--- config.mk ---
export PLATFORM = sky130hd
export DESIGN_NAME = neh_span
export DESIGN_NICKNAME = d
export VERILOG_FILES = /design/src/rtl/neh_pkg.sv /design/src/rtl/neh_span.sv
export SDC_FILE = /design/constraint.sdc
export NUM_CORES = 1
export LEC_CHECK = 0
export BUFFER_PORTS_ARGS = -buffer_cell sky130_fd_sc_hd__buf_4
export CAP_MARGIN = 20
export CELL_PAD_IN_SITES_DETAIL_PLACEMENT = 1
export CELL_PAD_IN_SITES_GLOBAL_PLACEMENT = 2
export CORE_MARGIN = 1.5
export CORE_UTILIZATION = 45
export CTS_BUF_LIST = sky130_fd_sc_hd__clkbuf_4 sky130_fd_sc_hd__clkbuf_8 sky130_fd_sc_hd__clkbuf_16
export CTS_CLUSTER_DIAMETER = 150
export DETAILED_ROUTE_END_ITERATION = 10
export GPL_TIMING_DRIVEN = 0
export HOLD_SLACK_MARGIN = 0.1
export PLACE_DENSITY_LB_ADDON = 0.1
export SETUP_SLACK_MARGIN = 0.4
export SLEW_MARGIN = 20
export SYNTH_ARGS = -nofsm -noshare
export SYNTH_HDL_FRONTEND = slang
export SYNTH_SLANG_ARGS = --single-unit
export TNS_END_PERCENT = 100
--- constraint.sdc ---
create_clock -name clock -period 7.85 [get_ports clock]
set_input_delay 0.3925 -clock clock [delete_from_list [all_inputs] [get_ports clock]]
set_output_delay 0.3925 -clock clock [all_outputs]
set_load 0.02 [all_outputs]
--- src/rtl/neh_pkg.sv ---
// Package for the NEH flow-shop scheduler: sizes, sequencer states and the
// control struct of the span unit. No dependencies.
package neh_pkg;

   localparam int MAX_JOBS     = 64;
   localparam int MAX_MACHINES = 16;
   localparam int TIME_BITS    = 16;
   localparam int JOB_BITS     = 6;
   localparam int MACH_BITS    = 4;
   localparam int COUNT_BITS   = 7;
   localparam int MCOUNT_BITS  = 5;
   localparam int TOTAL_BITS   = 20;
   localparam int SPAN_BITS    = 23;
   localparam int TT_ADDR_BITS = JOB_BITS + MACH_BITS;

   localparam logic REG_JOB_COUNT     = 1'b0;
   localparam logic REG_MACHINE_COUNT = 1'b1;

   typedef enum logic [3:0] {
      ST_IDLE,
      ST_TOT_ADDR,
      ST_TOT_ACC,
      ST_SEL_ADDR,
      ST_SEL_CMP,
      ST_INS_INIT,
      ST_TRIAL_START,
      ST_ELEM_ADDR,
      ST_ELEM_WAIT,
      ST_MAC_ADDR,
      ST_MAC_STEP,
      ST_TRIAL_END,
      ST_SHIFT,
      ST_SHIFT_WR,
      ST_DONE
   } state_type;

   typedef struct packed {
      logic                 clear;
      logic                 step;
      logic                 first;
      logic [MACH_BITS-1:0] machine;
   } span_ctrl_type;

endpackage

--- src/rtl/neh_span.sv ---
// Shared completion-time unit: one max-and-add per cycle in which ctrl.step
// is set, over the machine finish times. Depends on neh_pkg.
module neh_span import neh_pkg::*; (
   input  logic                 clock,
   input  logic                 reset,
   input  span_ctrl_type        ctrl,
   input  logic [TIME_BITS-1:0] proc_time,
   output logic [SPAN_BITS-1:0] span
);

   logic [SPAN_BITS-1:0] finish_ff [MAX_MACHINES];
   logic [SPAN_BITS-1:0] prev_ff;
   logic [SPAN_BITS-1:0] ready;
   logic [SPAN_BITS-1:0] sum_in;

   always_comb begin
      ready = finish_ff[ctrl.machine];
      if (!ctrl.first && (prev_ff > ready)) begin
         ready = prev_ff;
      end
      sum_in = ready + SPAN_BITS'(proc_time);
   end

   always_ff @(posedge clock) begin
      if (reset || ctrl.clear) begin
         for (int m = 0; m < MAX_MACHINES; m++) begin
            finish_ff[m] <= '0;
         end
         prev_ff <= '0;
      end else if (ctrl.step) begin
         finish_ff[ctrl.machine] <= sum_in;
         prev_ff                 <= sum_in;
      end
   end

   assign span = prev_ff;

endmodule

==> results of run 1 <==
flip-flops by register name (all words and copies together) (netlist names):
register / flops
finish_ff: 368
span: 23
synth_stat cells, drive strengths merged (7+ instances only):
| cell type | number | area, um^2 |
|---|---|---|
| a211oi | 8 | 60.1 |
| a21o | 9 | 67.6 |
| a21oi | 35 | 183 |
| buf | 29 | 185 |
| clkbuf | 67 | 255 |
| dfxtp | 23 | 460 |
| edfxtp | 368 | 11100 |
| ha | 41 | 513 |
| inv | 33 | 124 |
| mux2i | 7 | 98.8 |
| mux4 | 109 | 2460 |
| nand2 | 67 | 251 |
| nand3 | 14 | 70.1 |
| nor2 | 408 | 1530 |
| nor3 | 10 | 55.1 |
| o21ai | 33 | 169 |
| xnor2 | 11 | 111 |
| xor2 | 10 | 87.6 |
area by class of cell:
type | count | area share, %
clock buffer | 56 | 5.71
multi-input combinational | 843 | 30.9
timing repair buffer | 57 | 2.08
tap | 525 | 3.11
sequential | 391 | 54.4
inverter | 34 | 0.603
buffer | 96 | 2.35
clock inverter | 24 | 0.822
through the flow:
| step | TNS [ns] | std cells | total power (W) | hold WS, ns |
|---|---|---|---|---|
| 2_1_floorplan | 0 | 1364 | 0.00294 | 0.582 |
| 3_3_place_gp | -600.63 | 1933 | 0.00324 | 0.521 |
| 3_5_place_dp | -623.72 | 1933 | 0.00326 | 0.522 |
| 4_1_cts | 0 | 2018 | 0.00527 | 0.274 |
| 5_1_grt | 0 | 2026 | 0.00543 | 0.304 |
| 6_report | 0 | 2026 | 0.00527 | 0.280 |
kinds of logic (layout without fill, tap and decap cells):
family                   count (synthesis)  count (layout)  synth area share [%]
flip-flops                             391             391                  62.4
AND/OR/NAND/NOR                        532             532                  11.6
buffers and inverters                  130             267                  3.08
multiplexers                           120             120                  14.1
adder cells (fa/ha/maj)                 42              42                  2.89
AO/OA/AOI/OAI                          128             128                  4.87
XOR/XNOR                                21              21                  1.08
power by group through the flow:
stage / registers (W) / logic (W) / clock network, W
floorplan: 0.00244 / 0.000503 / 0
global placement: 0.00244 / 0.000791 / 0
detailed placement: 0.00245 / 0.000806 / 0
CTS: 0.00241 / 0.000838 / 0.00203
global route: 0.00242 / 0.000920 / 0.00209
finish: 0.00241 / 0.000860 / 0.00201
path summary, 6_finish.rpt:
check | startpoint | endpoint | depth (start not counted)
max | ctrl[0] | finish_ff[4][18] | 27
min | proc_time[0] | span[0] | 4
max reg2reg | finish_ff[8][18] | finish_ff[4][18] | 24
min reg2reg | span[8] | span[8] | 2
layout by cell type (no fill, tap or decap), types with 5 or more instances in the layout:
master	count
sky130_fd_sc_hd__nor3_1	8
sky130_fd_sc_hd__buf_2	10
sky130_fd_sc_hd__nand3_1	14
sky130_fd_sc_hd__clkinv_1	13
sky130_fd_sc_hd__nand2_2	17
sky130_fd_sc_hd__ha_1	41
sky130_fd_sc_hd__clkbuf_1	56
sky130_fd_sc_hd__nand4_1	6
sky130_fd_sc_hd__clkbuf_16	45
sky130_fd_sc_hd__o21ai_0	30
sky130_fd_sc_hd__edfxtp_1	368
sky130_fd_sc_hd__clkbuf_2	8
sky130_fd_sc_hd__a21o_1	9
sky130_fd_sc_hd__mux4_2	107
sky130_fd_sc_hd__clkinv_2	5
sky130_fd_sc_hd__nand2_1	50
sky130_fd_sc_hd__xnor2_1	7
sky130_fd_sc_hd__clkbuf_4	14
sky130_fd_sc_hd__buf_4	66
sky130_fd_sc_hd__buf_6	6
sky130_fd_sc_hd__a211oi_1	6
sky130_fd_sc_hd__xor2_1	6
sky130_fd_sc_hd__a21oi_1	32
sky130_fd_sc_hd__nor2_1	406
sky130_fd_sc_hd__dfxtp_1	23
sky130_fd_sc_hd__and3_1	5
sky130_fd_sc_hd__inv_1	32
critical path, cell delays in order:
cell	delay, ns
sky130_fd_sc_hd__buf_6	0.13
sky130_fd_sc_hd__buf_8	0.19
sky130_fd_sc_hd__buf_6	0.21
sky130_fd_sc_hd__buf_2	0.44
sky130_fd_sc_hd__mux4_2	0.63
sky130_fd_sc_hd__mux4_2	0.54
sky130_fd_sc_hd__inv_1	0.13
sky130_fd_sc_hd__ha_1	0.25
sky130_fd_sc_hd__a21oi_1	0.19
sky130_fd_sc_hd__o21a_1	0.21
sky130_fd_sc_hd__o221ai_2	0.19
sky130_fd_sc_hd__a211o_1	0.44
sky130_fd_sc_hd__nand2_2	0.24
sky130_fd_sc_hd__clkbuf_4	0.28
sky130_fd_sc_hd__o21ai_0	0.10
sky130_fd_sc_hd__ha_1	0.22
sky130_fd_sc_hd__fa_1	0.45
sky130_fd_sc_hd__a211oi_2	0.29
sky130_fd_sc_hd__o21ai_1	0.17
sky130_fd_sc_hd__a31o_2	0.28
sky130_fd_sc_hd__o41ai_4	0.34
sky130_fd_sc_hd__buf_4	0.23
sky130_fd_sc_hd__nor3_1	0.07
sky130_fd_sc_hd__xnor2_1	0.21
sky130_fd_sc_hd__mux2i_4	0.24
sky130_fd_sc_hd__buf_4	0.26
sky130_fd_sc_hd__nor2_1	0.07
layer usage:
metal | global-route usage [%] | share of wire (%) | routed length (um) | vias to the layer above
met4 | 8.06 | 2.6 | 1420 | 2
met3 | 4.42 | 5.8 | 3190 | 90
met5 | 0 | 0.023 | 13 | -
met1 | 37.7 | 44 | 24300 | 6239
met2 | 44.3 | 48 | 26500 | 366
li1 | - | - | - | 5247
timing repair:
action                     4_1_cts  5_1_grt
setup buffers                    5        8
setup endpoints to repair      367      125
hold endpoints to repair         0        0
cloned                           0        0
resized for setup               43       12
pin swaps                        4        3
==> run summary, run 1 <==
YOSYS
----------------------------------------------------------------------------------------------------
Count of state elements after synthesis                                                          391
Part of the Yosys area used for sequential elements                                            62.4%
Summed instance area of the synthesized netlist                                           18400 um^2
Post-synthesis async set-or-reset flop share                                                      0%
Count of warnings emitted by yosys                                                                 0
Cell count after synthesis                                                                      1364
Netlist cell types                                                                                73
Avg Inst Size Synth                                                                        13.5 um^2
Count of flip-flops with a built-in enable after synthesis                                       368
Leading register cell type out of synthesis                                             sky130_fd_sc_hd__edfxtp_1
Net count of the mapped netlist                                                                 1431

CRITICAL PATH
----------------------------------------------------------------------------------------------------
Largest driver fanout on the critical path                                                        10
Worst R2R Setup Slack                                                                        1.16 ns
Startpoint type of the worst setup path                                                   input port
Arrival time of data at the critical path endpoint                                           7.43 ns
Worst setup EP type                                                                        flip-flop
Critical Path RT                                                                             8.13 ns
Worst Path Class, Setup                                                                       in2reg

STA
----------------------------------------------------------------------------------------------------
Max_slew headroom                                                                              33.3%
Fmax                                                                                         140 MHz
Measured slew at the worst slew-check pin                                                    1.00 ns
Clock period minus worst slack                                                               7.15 ns
Hold Vio Cnt, Final                                                                                0
Setup repair after global routing missed its margin                                              yes
Final worst-path setup slack                                                                0.700 ns
Worst clock skew                                                                           0.0174 ns
Setup Viol. Count Final                                                                            0
Number of pins with negative max-slew slack in the final report                                    0
Post-route fraction of the period consumed by the critical path                                91.1%

POWER AND IR DROP
----------------------------------------------------------------------------------------------------
Flop pwr share                                                                                 45.6%
Power per standard cell area                                                             249 nW/um^2
Switching portion of total power                                                               28.0%
Clock share of power                                                                           38.1%
Switching power of the nets                                                                0.00148 W
Pleak                                                                                        7.93 nW
Portion of total power attributed to combinational logic                                       16.3%
Cell-internal power                                                                        0.00380 W
Peak VDD IR                                                                                 0.165 mV

GLOBAL ROUTE
----------------------------------------------------------------------------------------------------
Overall Global Routing Usage                                                                   27.2%
Via count of the first global-routing pass                                                     12700
Maximum number of pins on one net before global-route repair                                      24
Overflow after GRT                                                                                 0
Initial antenna violation count                                                                    1
Global-route wire length before repair                                                       82.6 mm

MIN PATH
----------------------------------------------------------------------------------------------------
Class of the tightest hold or removal check                                                   in2reg

DRT
----------------------------------------------------------------------------------------------------
Number of vias per cell                                                                         5.90
Via Count                                                                                      11900
DRT Pass-1 Iters                                                                                   5
Final WL                                                                                     55.4 mm
Violation count after the first detailed-route iteration                                         935
DR WL/cell                                                                                   27.4 um
Number of DRC violations after detailed routing                                                    0
Post-detailed-route count of antenna-violating nets                                                0

RUN
----------------------------------------------------------------------------------------------------
Max Cap Viol                                                                                       0

CTS
----------------------------------------------------------------------------------------------------
Clock-pin slew reported for the worst setup and hold paths after clock tree synthesis        0.06 ns
Count of hold-fix buffers inserted at cts                                                          0
Deepest level of the CTS H-tree                                                                    2
TritonCTS clock tree                                                                             yes
Number of clock buffers inserted by TritonCTS                                                     44
Buffer type at the clock tree root                                                      sky130_fd_sc_hd__clkbuf_16
Clock latency on the worst-skew pair                                                         0.56 ns
Buffers from clock root to sink, at most                                                           3
CTS Sinks                                                                                        391

PLACE
----------------------------------------------------------------------------------------------------
Post-place instance area                                                                  19500 um^2
# port buffers                                                                                    44
Worst Setup Slack post-DPL                                                                  -2.56 ns
Half-perimeter wire length after detailed placement                                          38.3 mm
Routability Congestion                                                                         0.833

LAYOUT
----------------------------------------------------------------------------------------------------
Number of nets in the finished design                                                           1534
Area delta synth->final                                                                        14.6%
Layout cell share with drive strength beyond 1                                                 21.7%
Sequential standard cell area                                                             11500 um^2
Final Instance Area                                                                       21100 um^2
Multi-input combinational cell area                                                        6530 um^2
Final core occ                                                                                 52.7%
Antenna diode count                                                                                0
Filler Cell Count                                                                               4034

FLOORPLAN
----------------------------------------------------------------------------------------------------
Die extent in y                                                                               205 um
Total number of placement rows                                                                    73
Die boundary width                                                                            205 um
Core region area                                                                          40100 um^2
Initial core utilization                                                                       46.0%
I/O pin total                                                                                     48
Area of the die                                                                           42200 um^2

STATUS
----------------------------------------------------------------------------------------------------
Status                                                                                  finished, final reports clean

No activity file was read; power rests on OpenSTA's default activity.
==> inputs of run 2 (changes only) <==
HOLD_SLACK_MARGIN = 0.06   (was 0.1)
PLACE_DENSITY = 0.9   (was unset)
PLACE_DENSITY_LB_ADDON = unset   (was 0.1)
TNS_END_PERCENT = 30   (was 100)
==> run 2 against run 1 <==
  * Worst setup slack worse by 0.013 ns
  * Combinational power is 2% lower
  * Maximum frequency is 0.18% lower
  * Register-to-register slack worse by 0.16 ns
  * Clock power is 6% lower
  * Critical path type unchanged
  * Largest cell class unchanged
  * Final cell count is 0.74% lower
  * Utilization is 0.38 points lower
  * Critical path depth is 2 higher
==> run summary, run 2 (synthesis results as in run 1) <==
STATUS
----------------------------------------------------------------------------------------------------
Status                                                                                  finished, final reports clean

FLOORPLAN
----------------------------------------------------------------------------------------------------
Initial core utilization                                                                       46.0%   unchanged
Die extent in y                                                                               205 um   unchanged
Die boundary width                                                                            205 um   unchanged
Core region area                                                                          40100 um^2   unchanged
Area of the die                                                                           42200 um^2   unchanged
Total number of placement rows                                                                    73   unchanged
I/O pin total                                                                                     48   unchanged

POWER AND IR DROP
----------------------------------------------------------------------------------------------------
Pleak                                                                                        7.83 nW   -1.3%
Post-route total power                                                                     0.00513 W   -2.6%
Peak VDD IR                                                                                 0.111 mV   -33%
Power per standard cell area                                                             245 nW/um^2   -1.9%

GLOBAL ROUTE
----------------------------------------------------------------------------------------------------
Overall Global Routing Usage                                                                   26.9%   -0.31 points
Initial antenna violation count                                                                    1   unchanged
Maximum number of pins on one net before global-route repair                                      24   unchanged
Via count of the first global-routing pass                                                     13000   +2.6%
Global-route wire length before repair                                                       82.5 mm   about the same
Overflow after GRT                                                                                 0   unchanged

LAYOUT
----------------------------------------------------------------------------------------------------
Largest register FFs                                                                             368   unchanged
Largest register by flop count                                                             finish_ff
Cell Count, Final, Fillers Out                                                                  2011   -0.74%
Area delta synth->final                                                                        13.8%
Number of nets in the finished design                                                           1524   -0.65%
Most common cell after layout, fill and taps aside                                      sky130_fd_sc_hd__nor2_1
Filler Cell Count                                                                               3997   -0.92%
Most frequent cells in the layout                                                       406 x sky130_fd_sc_hd__nor2_1, 368 x sky130_fd_sc_hd__edfxtp_1, 107 x sky130_fd_sc_hd__mux4_2
Antenna diode count                                                                                0   unchanged
Final Instance Area                                                                       21000 um^2   -0.72%
Layout cell share with drive strength beyond 1                                                 21.3%   -0.45 points

CTS
----------------------------------------------------------------------------------------------------
Clock latency on the worst-skew pair                                                         0.56 ns   about the same
Number of clock buffers inserted by TritonCTS                                                     40   -9.1%
CTS Sinks                                                                                        391   unchanged
Buffers from clock root to sink, at most                                                           3   unchanged
TritonCTS clock tree                                                                             yes
Count of hold-fix buffers inserted at cts                                                          0   unchanged
Deepest level of the CTS H-tree                                                                    2   unchanged
Clock-pin slew reported for the worst setup and hold paths after clock tree synthesis        0.07 ns   about the same
Buffer type at the clock tree root                                                      sky130_fd_sc_hd__clkbuf_16

STA
----------------------------------------------------------------------------------------------------
Final Hold Slack                                                                            0.276 ns   -0.00400 ns
Clock period minus worst slack                                                               7.16 ns   +0.0130 ns
Setup Viol. Count Final                                                                            0   unchanged
Setup repair after global routing missed its margin                                               no
Fmax                                                                                         140 MHz   -0.18%
Max_slew headroom                                                                              27.2%   -6.1 points
Worst clock skew                                                                           0.0189 ns   +0.00144 ns
Hold Vio Cnt, Final                                                                                0   unchanged
Measured slew at the worst slew-check pin                                                    1.09 ns   +0.0890 ns
Number of pins with negative max-slew slack in the final report                                    0   unchanged
Sum of negative setup slack                                                                     0 ns   unchanged
Post-route fraction of the period consumed by the critical path                                91.2%   +0.17 points

CRITICAL PATH
----------------------------------------------------------------------------------------------------
Cell at the slowest stage of the critical path                                          sky130_fd_sc_hd__mux4_2
Startpoint of the lowest-slack register-to-register path                                finish_ff[9][18]
Worst Path Class, Setup                                                                       in2reg
R2r worst-path depth                                                                              25   +4.2%
Worst R2R Setup Slack                                                                        1.00 ns   -0.16 ns
Delay of the slowest cell on the worst path                                                  0.52 ns   -0.11 ns
Logic depth of the worst setup path including buffers                                             29   +7.4%
Cell family contributing the most delay on the critical path                            buffers and inverters
Largest driver fanout on the critical path                                                        10   unchanged
Startpoint type of the worst setup path                                                   input port
Termination of the worst setup path                                                     finish_ff[12][22]
Buffers and inverters on the worst path                                                           11   +3
Critical Path RT                                                                             8.14 ns   about the same
Cell occurring most often along the worst timing path                                   sky130_fd_sc_hd__buf_4
Capture instance of the worst register-to-register path                                 finish_ff[12][22]
Arrival time of data at the critical path endpoint                                           7.45 ns   +0.02 ns
Worst setup EP type                                                                        flip-flop
CP Launch Point                                                                              ctrl[1]

PLACE
----------------------------------------------------------------------------------------------------
Half-perimeter wire length after detailed placement                                          37.9 mm   -0.95%
Placed Cells incl. Taps                                                                         1933   unchanged
Post-place instance area                                                                  19500 um^2   about the same
# port buffers                                                                                    44   unchanged
Routability Congestion                                                                         0.846   +1.5%

DRT
----------------------------------------------------------------------------------------------------
Post-detailed-route count of antenna-violating nets                                                0   unchanged
DRT Pass-1 Iters                                                                                   5   unchanged
Final WL                                                                                     55.2 mm   -0.51%
Number of DRC violations after detailed routing                                                    0   unchanged
Violation count after the first detailed-route iteration                                        1293   +38%
Via Count                                                                                      12300   +3.2%
Number of vias per cell                                                                         6.13   +4.0%
DR WL/cell                                                                                   27.4 um   +0.24%

RUN
----------------------------------------------------------------------------------------------------
Max Cap Viol                                                                                       0   unchanged

MIN PATH
----------------------------------------------------------------------------------------------------
Class of the tightest hold or removal check                                                   in2reg

[run 2: cell count changes in the layout (fill, tap and decap cells not counted), moves of 2 or more]
| cell | delta |
|---|---|
| sky130_fd_sc_hd__buf_4 | -8 |
| sky130_fd_sc_hd__nand2_2 | -2 |
| sky130_fd_sc_hd__clkbuf_8 | +4 |
| sky130_fd_sc_hd__nand2_1 | +2 |
| sky130_fd_sc_hd__clkinv_1 | -7 |
| sky130_fd_sc_hd__clkbuf_16 | -4 |
| sky130_fd_sc_hd__clkinvlp_4 | +3 |
| sky130_fd_sc_hd__buf_2 | -2 |
[run 2: how the worst min path moves through the flow]
stage | startpoint | cells after the start | to
after floorplan | span[22] | 2 | span[22]
after global placement | span[8] | 2 | span[8]
after detailed placement | span[7] | 2 | span[7]
after CTS | proc_time[0] | 4 | span[0]
after global routing | proc_time[0] | 4 | span[0]
final | proc_time[0] | 4 | span[0]
[run 2: layout make-up]
| cell class | instances | area, um^2 | share of cell area [%] |
|---|---|---|---|
| well taps | 525 | 657 | 3.13 |
| inverters | 34 | 128 | 0.608 |
| clock buffers | 53 | 1140 | 5.43 |
| flip-flops and latches | 391 | 11500 | 54.8 |
| plain buffers | 96 | 513 | 2.44 |
| clock inverters | 18 | 131 | 0.626 |
| multi-input cells | 843 | 6530 | 31.1 |
| repair buffers | 51 | 383 | 1.82 |
[run 2: metrics by stage]
stage	worst slack, ns	util [%]
finish	0.687	52.4
CTS	0.404	52.1
global placement	-2.16	48.5
global route	0.416	52.4
floorplan	0.636	-
detailed placement	-2.29	48.5
[run 2: worst min-delay path, stage by stage]
cell                      delay [ns]
sky130_fd_sc_hd__buf_4          0.08
sky130_fd_sc_hd__ha_1           0.16
sky130_fd_sc_hd__mux2i_1        0.08
sky130_fd_sc_hd__nor2_1         0.08
[run 2: routing by layer]
metal	GRT usage, %	up-vias	routed length [um]
met5	0	-	0
met1	34.5	6419	21200
li1	-	5211	-
met4	8.86	0	1690
met3	4.69	116	4230
met2	46.3	580	28000
[run 2: what timing repair did]
| item | 4_1_cts | 5_1_grt |
|---|---|---|
| gates cloned | 0 | 0 |
| buffers inserted | 6 | 1 |
| resized for setup | 30 | 27 |
| setup endpoints to repair | 367 | 167 |
| pin swaps | 4 | 3 |
[run 2: report_power, final]
part           leakage [nW]  internal, W  switching (W)
logic                  2.91     0.000260       0.000583
registers              4.29      0.00237      0.0000399
clock network         0.630      0.00106       0.000820
==> inputs of run 3 (changes only) <==
CTS_BUF_LIST = sky130_fd_sc_hd__clkbuf_16   (was sky130_fd_sc_hd__clkbuf_4 sky130_fd_sc_hd__clkbuf_8 sky130_fd_sc_hd__clkbuf_16)
HOLD_SLACK_MARGIN = 0.1   (was 0.06)
==> run 3 against run 2 <==
  * Maximum frequency shrank 0.65%
  * Combinational power is essentially flat
  * Utilization shrank 0.18 points
  * Final cell count is essentially flat
  * First-iteration DRC count grew 2.4%
  * Clock skew is essentially flat
  * Via count shrank 0.49%
  * Total power shrank 1.7%
==> run summary, run 3 (synthesis results as in run 1) <==
STA
----------------------------------------------------------------------------------------------------
Fmax                                                                                         139 MHz   -0.65%
Clock period minus worst slack                                                               7.21 ns   +0.0467 ns
Setup repair after global routing missed its margin                                               no
Measured slew at the worst slew-check pin                                                    1.09 ns   +0.00134 ns
Final worst-path setup slack                                                                0.641 ns   -0.0467 ns
Post-route fraction of the period consumed by the critical path                                91.8%   +0.59 points
Number of pins with negative max-slew slack in the final report                                    0   unchanged
Worst clock skew                                                                           0.0184 ns   -0.000443 ns
Setup Viol. Count Final                                                                            0   unchanged
Hold Vio Cnt, Final                                                                                0   unchanged
Final Hold Slack                                                                            0.274 ns   -0.00288 ns
Max_slew headroom                                                                              27.1%   -0.090 points

PLACE
----------------------------------------------------------------------------------------------------
Worst Setup Slack post-DPL                                                                  -2.29 ns   unchanged
# port buffers                                                                                    44   unchanged
Half-perimeter wire length after detailed placement                                          37.9 mm   unchanged
Routability Congestion                                                                         0.846   unchanged
Placed Cells incl. Taps                                                                         1933   unchanged

CTS
----------------------------------------------------------------------------------------------------
Buffer type at the clock tree root                                                      sky130_fd_sc_hd__clkbuf_16
Clock latency on the worst-skew pair                                                         0.55 ns   about the same
Count of hold-fix buffers inserted at cts                                                          0   unchanged
Buffers from clock root to sink, at most                                                           3   unchanged
CTS Sinks                                                                                        391   unchanged
Number of clock buffers inserted by TritonCTS                                                     40   unchanged
TritonCTS clock tree                                                                             yes
Clock-pin slew reported for the worst setup and hold paths after clock tree synthesis        0.07 ns   about the same
Deepest level of the CTS H-tree                                                                    2   unchanged

POWER AND IR DROP
----------------------------------------------------------------------------------------------------
Power per standard cell area                                                             241 nW/um^2   -1.4%
Pleak                                                                                        7.82 nW   -0.21%
Switching power of the nets                                                                0.00143 W   -0.70%
Switching portion of total power                                                               28.4%   +0.29 points
Flop pwr share                                                                                 47.8%   +0.8 points
Cell-internal power                                                                        0.00361 W   -2.1%
Peak VDD IR                                                                                 0.115 mV   +3.7%
Clock share of power                                                                           35.6%   -1.0 points
Portion of total power attributed to combinational logic                                       16.7%   +0.3 points

GLOBAL ROUTE
----------------------------------------------------------------------------------------------------
Via count of the first global-routing pass                                                     13000   -0.18%
GR met2 Demand/Resource                                                                        46.1%   -0.23 points
Global-route wire length before repair                                                       82.0 mm   -0.62%
Overall Global Routing Usage                                                                   26.6%   -0.24 points
Maximum number of pins on one net before global-route repair                                      24   unchanged
GR Layer Usage met1                                                                            34.3%   -0.12 points
Overflow after GRT                                                                                 0   unchanged
Grt peak-use layer                                                                              met2
Initial antenna violation count                                                                    2   +1
Met3 layer usage reported by global route                                                      4.32%   -0.36 points

CRITICAL PATH
----------------------------------------------------------------------------------------------------
Startpoint type of the worst setup path                                                   input port
Largest driver fanout on the critical path                                                        10   unchanged
Arrival time of data at the critical path endpoint                                           7.48 ns   +0.03 ns
Worst Path Class, Setup                                                                       in2reg
Critical Path RT                                                                             8.12 ns   -0.02 ns
Worst setup EP type                                                                        flip-flop

LAYOUT
----------------------------------------------------------------------------------------------------
Cell Count, Final, Fillers Out                                                                  2012   +0.050%
Largest register by flop count                                                             finish_ff
Layout cell share with drive strength beyond 1                                                 20.4%   -0.87 points
Most common cell after layout, fill and taps aside                                      sky130_fd_sc_hd__nor2_1
Number of nets in the finished design                                                           1524   unchanged
Largest register FFs                                                                             368   unchanged
Area delta synth->final                                                                        13.4%
Most frequent cells in the layout                                                       406 x sky130_fd_sc_hd__nor2_1, 368 x sky130_fd_sc_hd__edfxtp_1, 107 x sky130_fd_sc_hd__mux4_2

MIN PATH
----------------------------------------------------------------------------------------------------
Class of the tightest hold or removal check                                                   in2reg

FLOORPLAN
----------------------------------------------------------------------------------------------------
Total number of placement rows                                                                    73   unchanged
Die extent in y                                                                               205 um   unchanged
Area of the die                                                                           42200 um^2   unchanged
Initial core utilization                                                                       46.0%   unchanged
Die boundary width                                                                            205 um   unchanged
I/O pin total                                                                                     48   unchanged
Core region area                                                                          40100 um^2   unchanged

DRT
----------------------------------------------------------------------------------------------------
Violation count after the first detailed-route iteration                                        1324   +2.4%
Number of DRC violations after detailed routing                                                    0   unchanged
Number of vias per cell                                                                         6.10   -0.54%
DR WL/cell                                                                                   27.2 um   -0.73%
Post-detailed-route count of antenna-violating nets                                                0   unchanged
Via Count                                                                                      12300   -0.49%
DRT Pass-1 Iters                                                                                   7   +2
Final WL                                                                                     54.8 mm   -0.68%

RUN
----------------------------------------------------------------------------------------------------
Max Cap Viol                                                                                       0   unchanged

STATUS
----------------------------------------------------------------------------------------------------
Status                                                                                  finished, final reports clean

run 3: changes by cell type in the layout (fill, tap and decap cells not counted), sizes merged:
cell | before | now
clkbuf | 124 | 112
diode | 0 | 1
inv | 35 | 43
clkinv | 13 | 17
run 3: path summary, 6_finish.rpt:
check	from	to	slack, ns	depth (start not counted)
hold / removal	proc_time[0]	span[0]	0.27	4
setup / recovery	ctrl[0]	finish_ff[8][16]	0.64	25
setup reg to reg	finish_ff[8][18]	finish_ff[8][16]	1.00	22
hold reg to reg	span[7]	span[7]	0.54	2
run 3: repair_timing:
item,CTS,global route
setup endpoints to repair,367,154
pin swaps,3,2
resized for setup,29,27
setup buffers,5,2
endpoints found under the hold margin,0,0
gates cloned,0,0
run 3: area by class of cell:
cell class | instances | area (um^2)
fillers | 3998 | 19200
flip-flops and latches | 391 | 11500
multi-input cells | 843 | 6530
clock buffers | 41 | 1030
well taps | 525 | 657
plain buffers | 96 | 512
repair buffers | 51 | 383
clock inverters | 30 | 176
inverters | 34 | 128
diodes | 1 | 2.50
run 3: worst max-delay path, stage by stage:
cell and delay [ns]:
sky130_fd_sc_hd__buf_6 0.13, sky130_fd_sc_hd__buf_8 0.19, sky130_fd_sc_hd__buf_6 0.22, sky130_fd_sc_hd__buf_2 0.43, sky130_fd_sc_hd__mux4_2 0.58, sky130_fd_sc_hd__mux4_2 0.53
sky130_fd_sc_hd__inv_1 0.10, sky130_fd_sc_hd__ha_1 0.25, sky130_fd_sc_hd__a211oi_1 0.24, sky130_fd_sc_hd__nor2_1 0.11, sky130_fd_sc_hd__o311a_1 0.35, sky130_fd_sc_hd__a211o_4 0.37
sky130_fd_sc_hd__nand2_2 0.22, sky130_fd_sc_hd__clkbuf_4 0.28, sky130_fd_sc_hd__o21ai_0 0.11, sky130_fd_sc_hd__ha_1 0.22, sky130_fd_sc_hd__fa_1 0.45, sky130_fd_sc_hd__a211oi_2 0.31
sky130_fd_sc_hd__o21ai_1 0.18, sky130_fd_sc_hd__a31o_2 0.28, sky130_fd_sc_hd__o41ai_4 0.31, sky130_fd_sc_hd__buf_4 0.21, sky130_fd_sc_hd__xnor2_1 0.44, sky130_fd_sc_hd__clkbuf_2 0.42
sky130_fd_sc_hd__nor2_1 0.10
run 3: per-layer routing:
layer	vias to the layer above	wire, um
met5	-	0
met4	0	1560
met3	118	4310
met2	570	27900
met1	6363	21000
li1	5214	-
run 3: power groups by stage:
stage / sequential, W / combinational, W / clock [W]
finish: 0.00241 / 0.000842 / 0.00179
global route: 0.00242 / 0.000898 / 0.00187
CTS: 0.00241 / 0.000811 / 0.00180
detailed placement: 0.00245 / 0.000787 / 0
global placement: 0.00244 / 0.000761 / 0
floorplan: 0.00244 / 0.000503 / 0
run 3: through the flow:
stage                     instance area [um^2]  util [%]  power (W)  setup TNS [ns]
final                                    20900      52.2    0.00505               0
after global routing                     20900      52.2    0.00518               0
after CTS                                20800      51.9    0.00502               0
after detailed placement                 19500      48.5    0.00324         -546.21
after global placement                   19400      48.5    0.00320         -518.30
after floorplan                          18400         -    0.00294               0
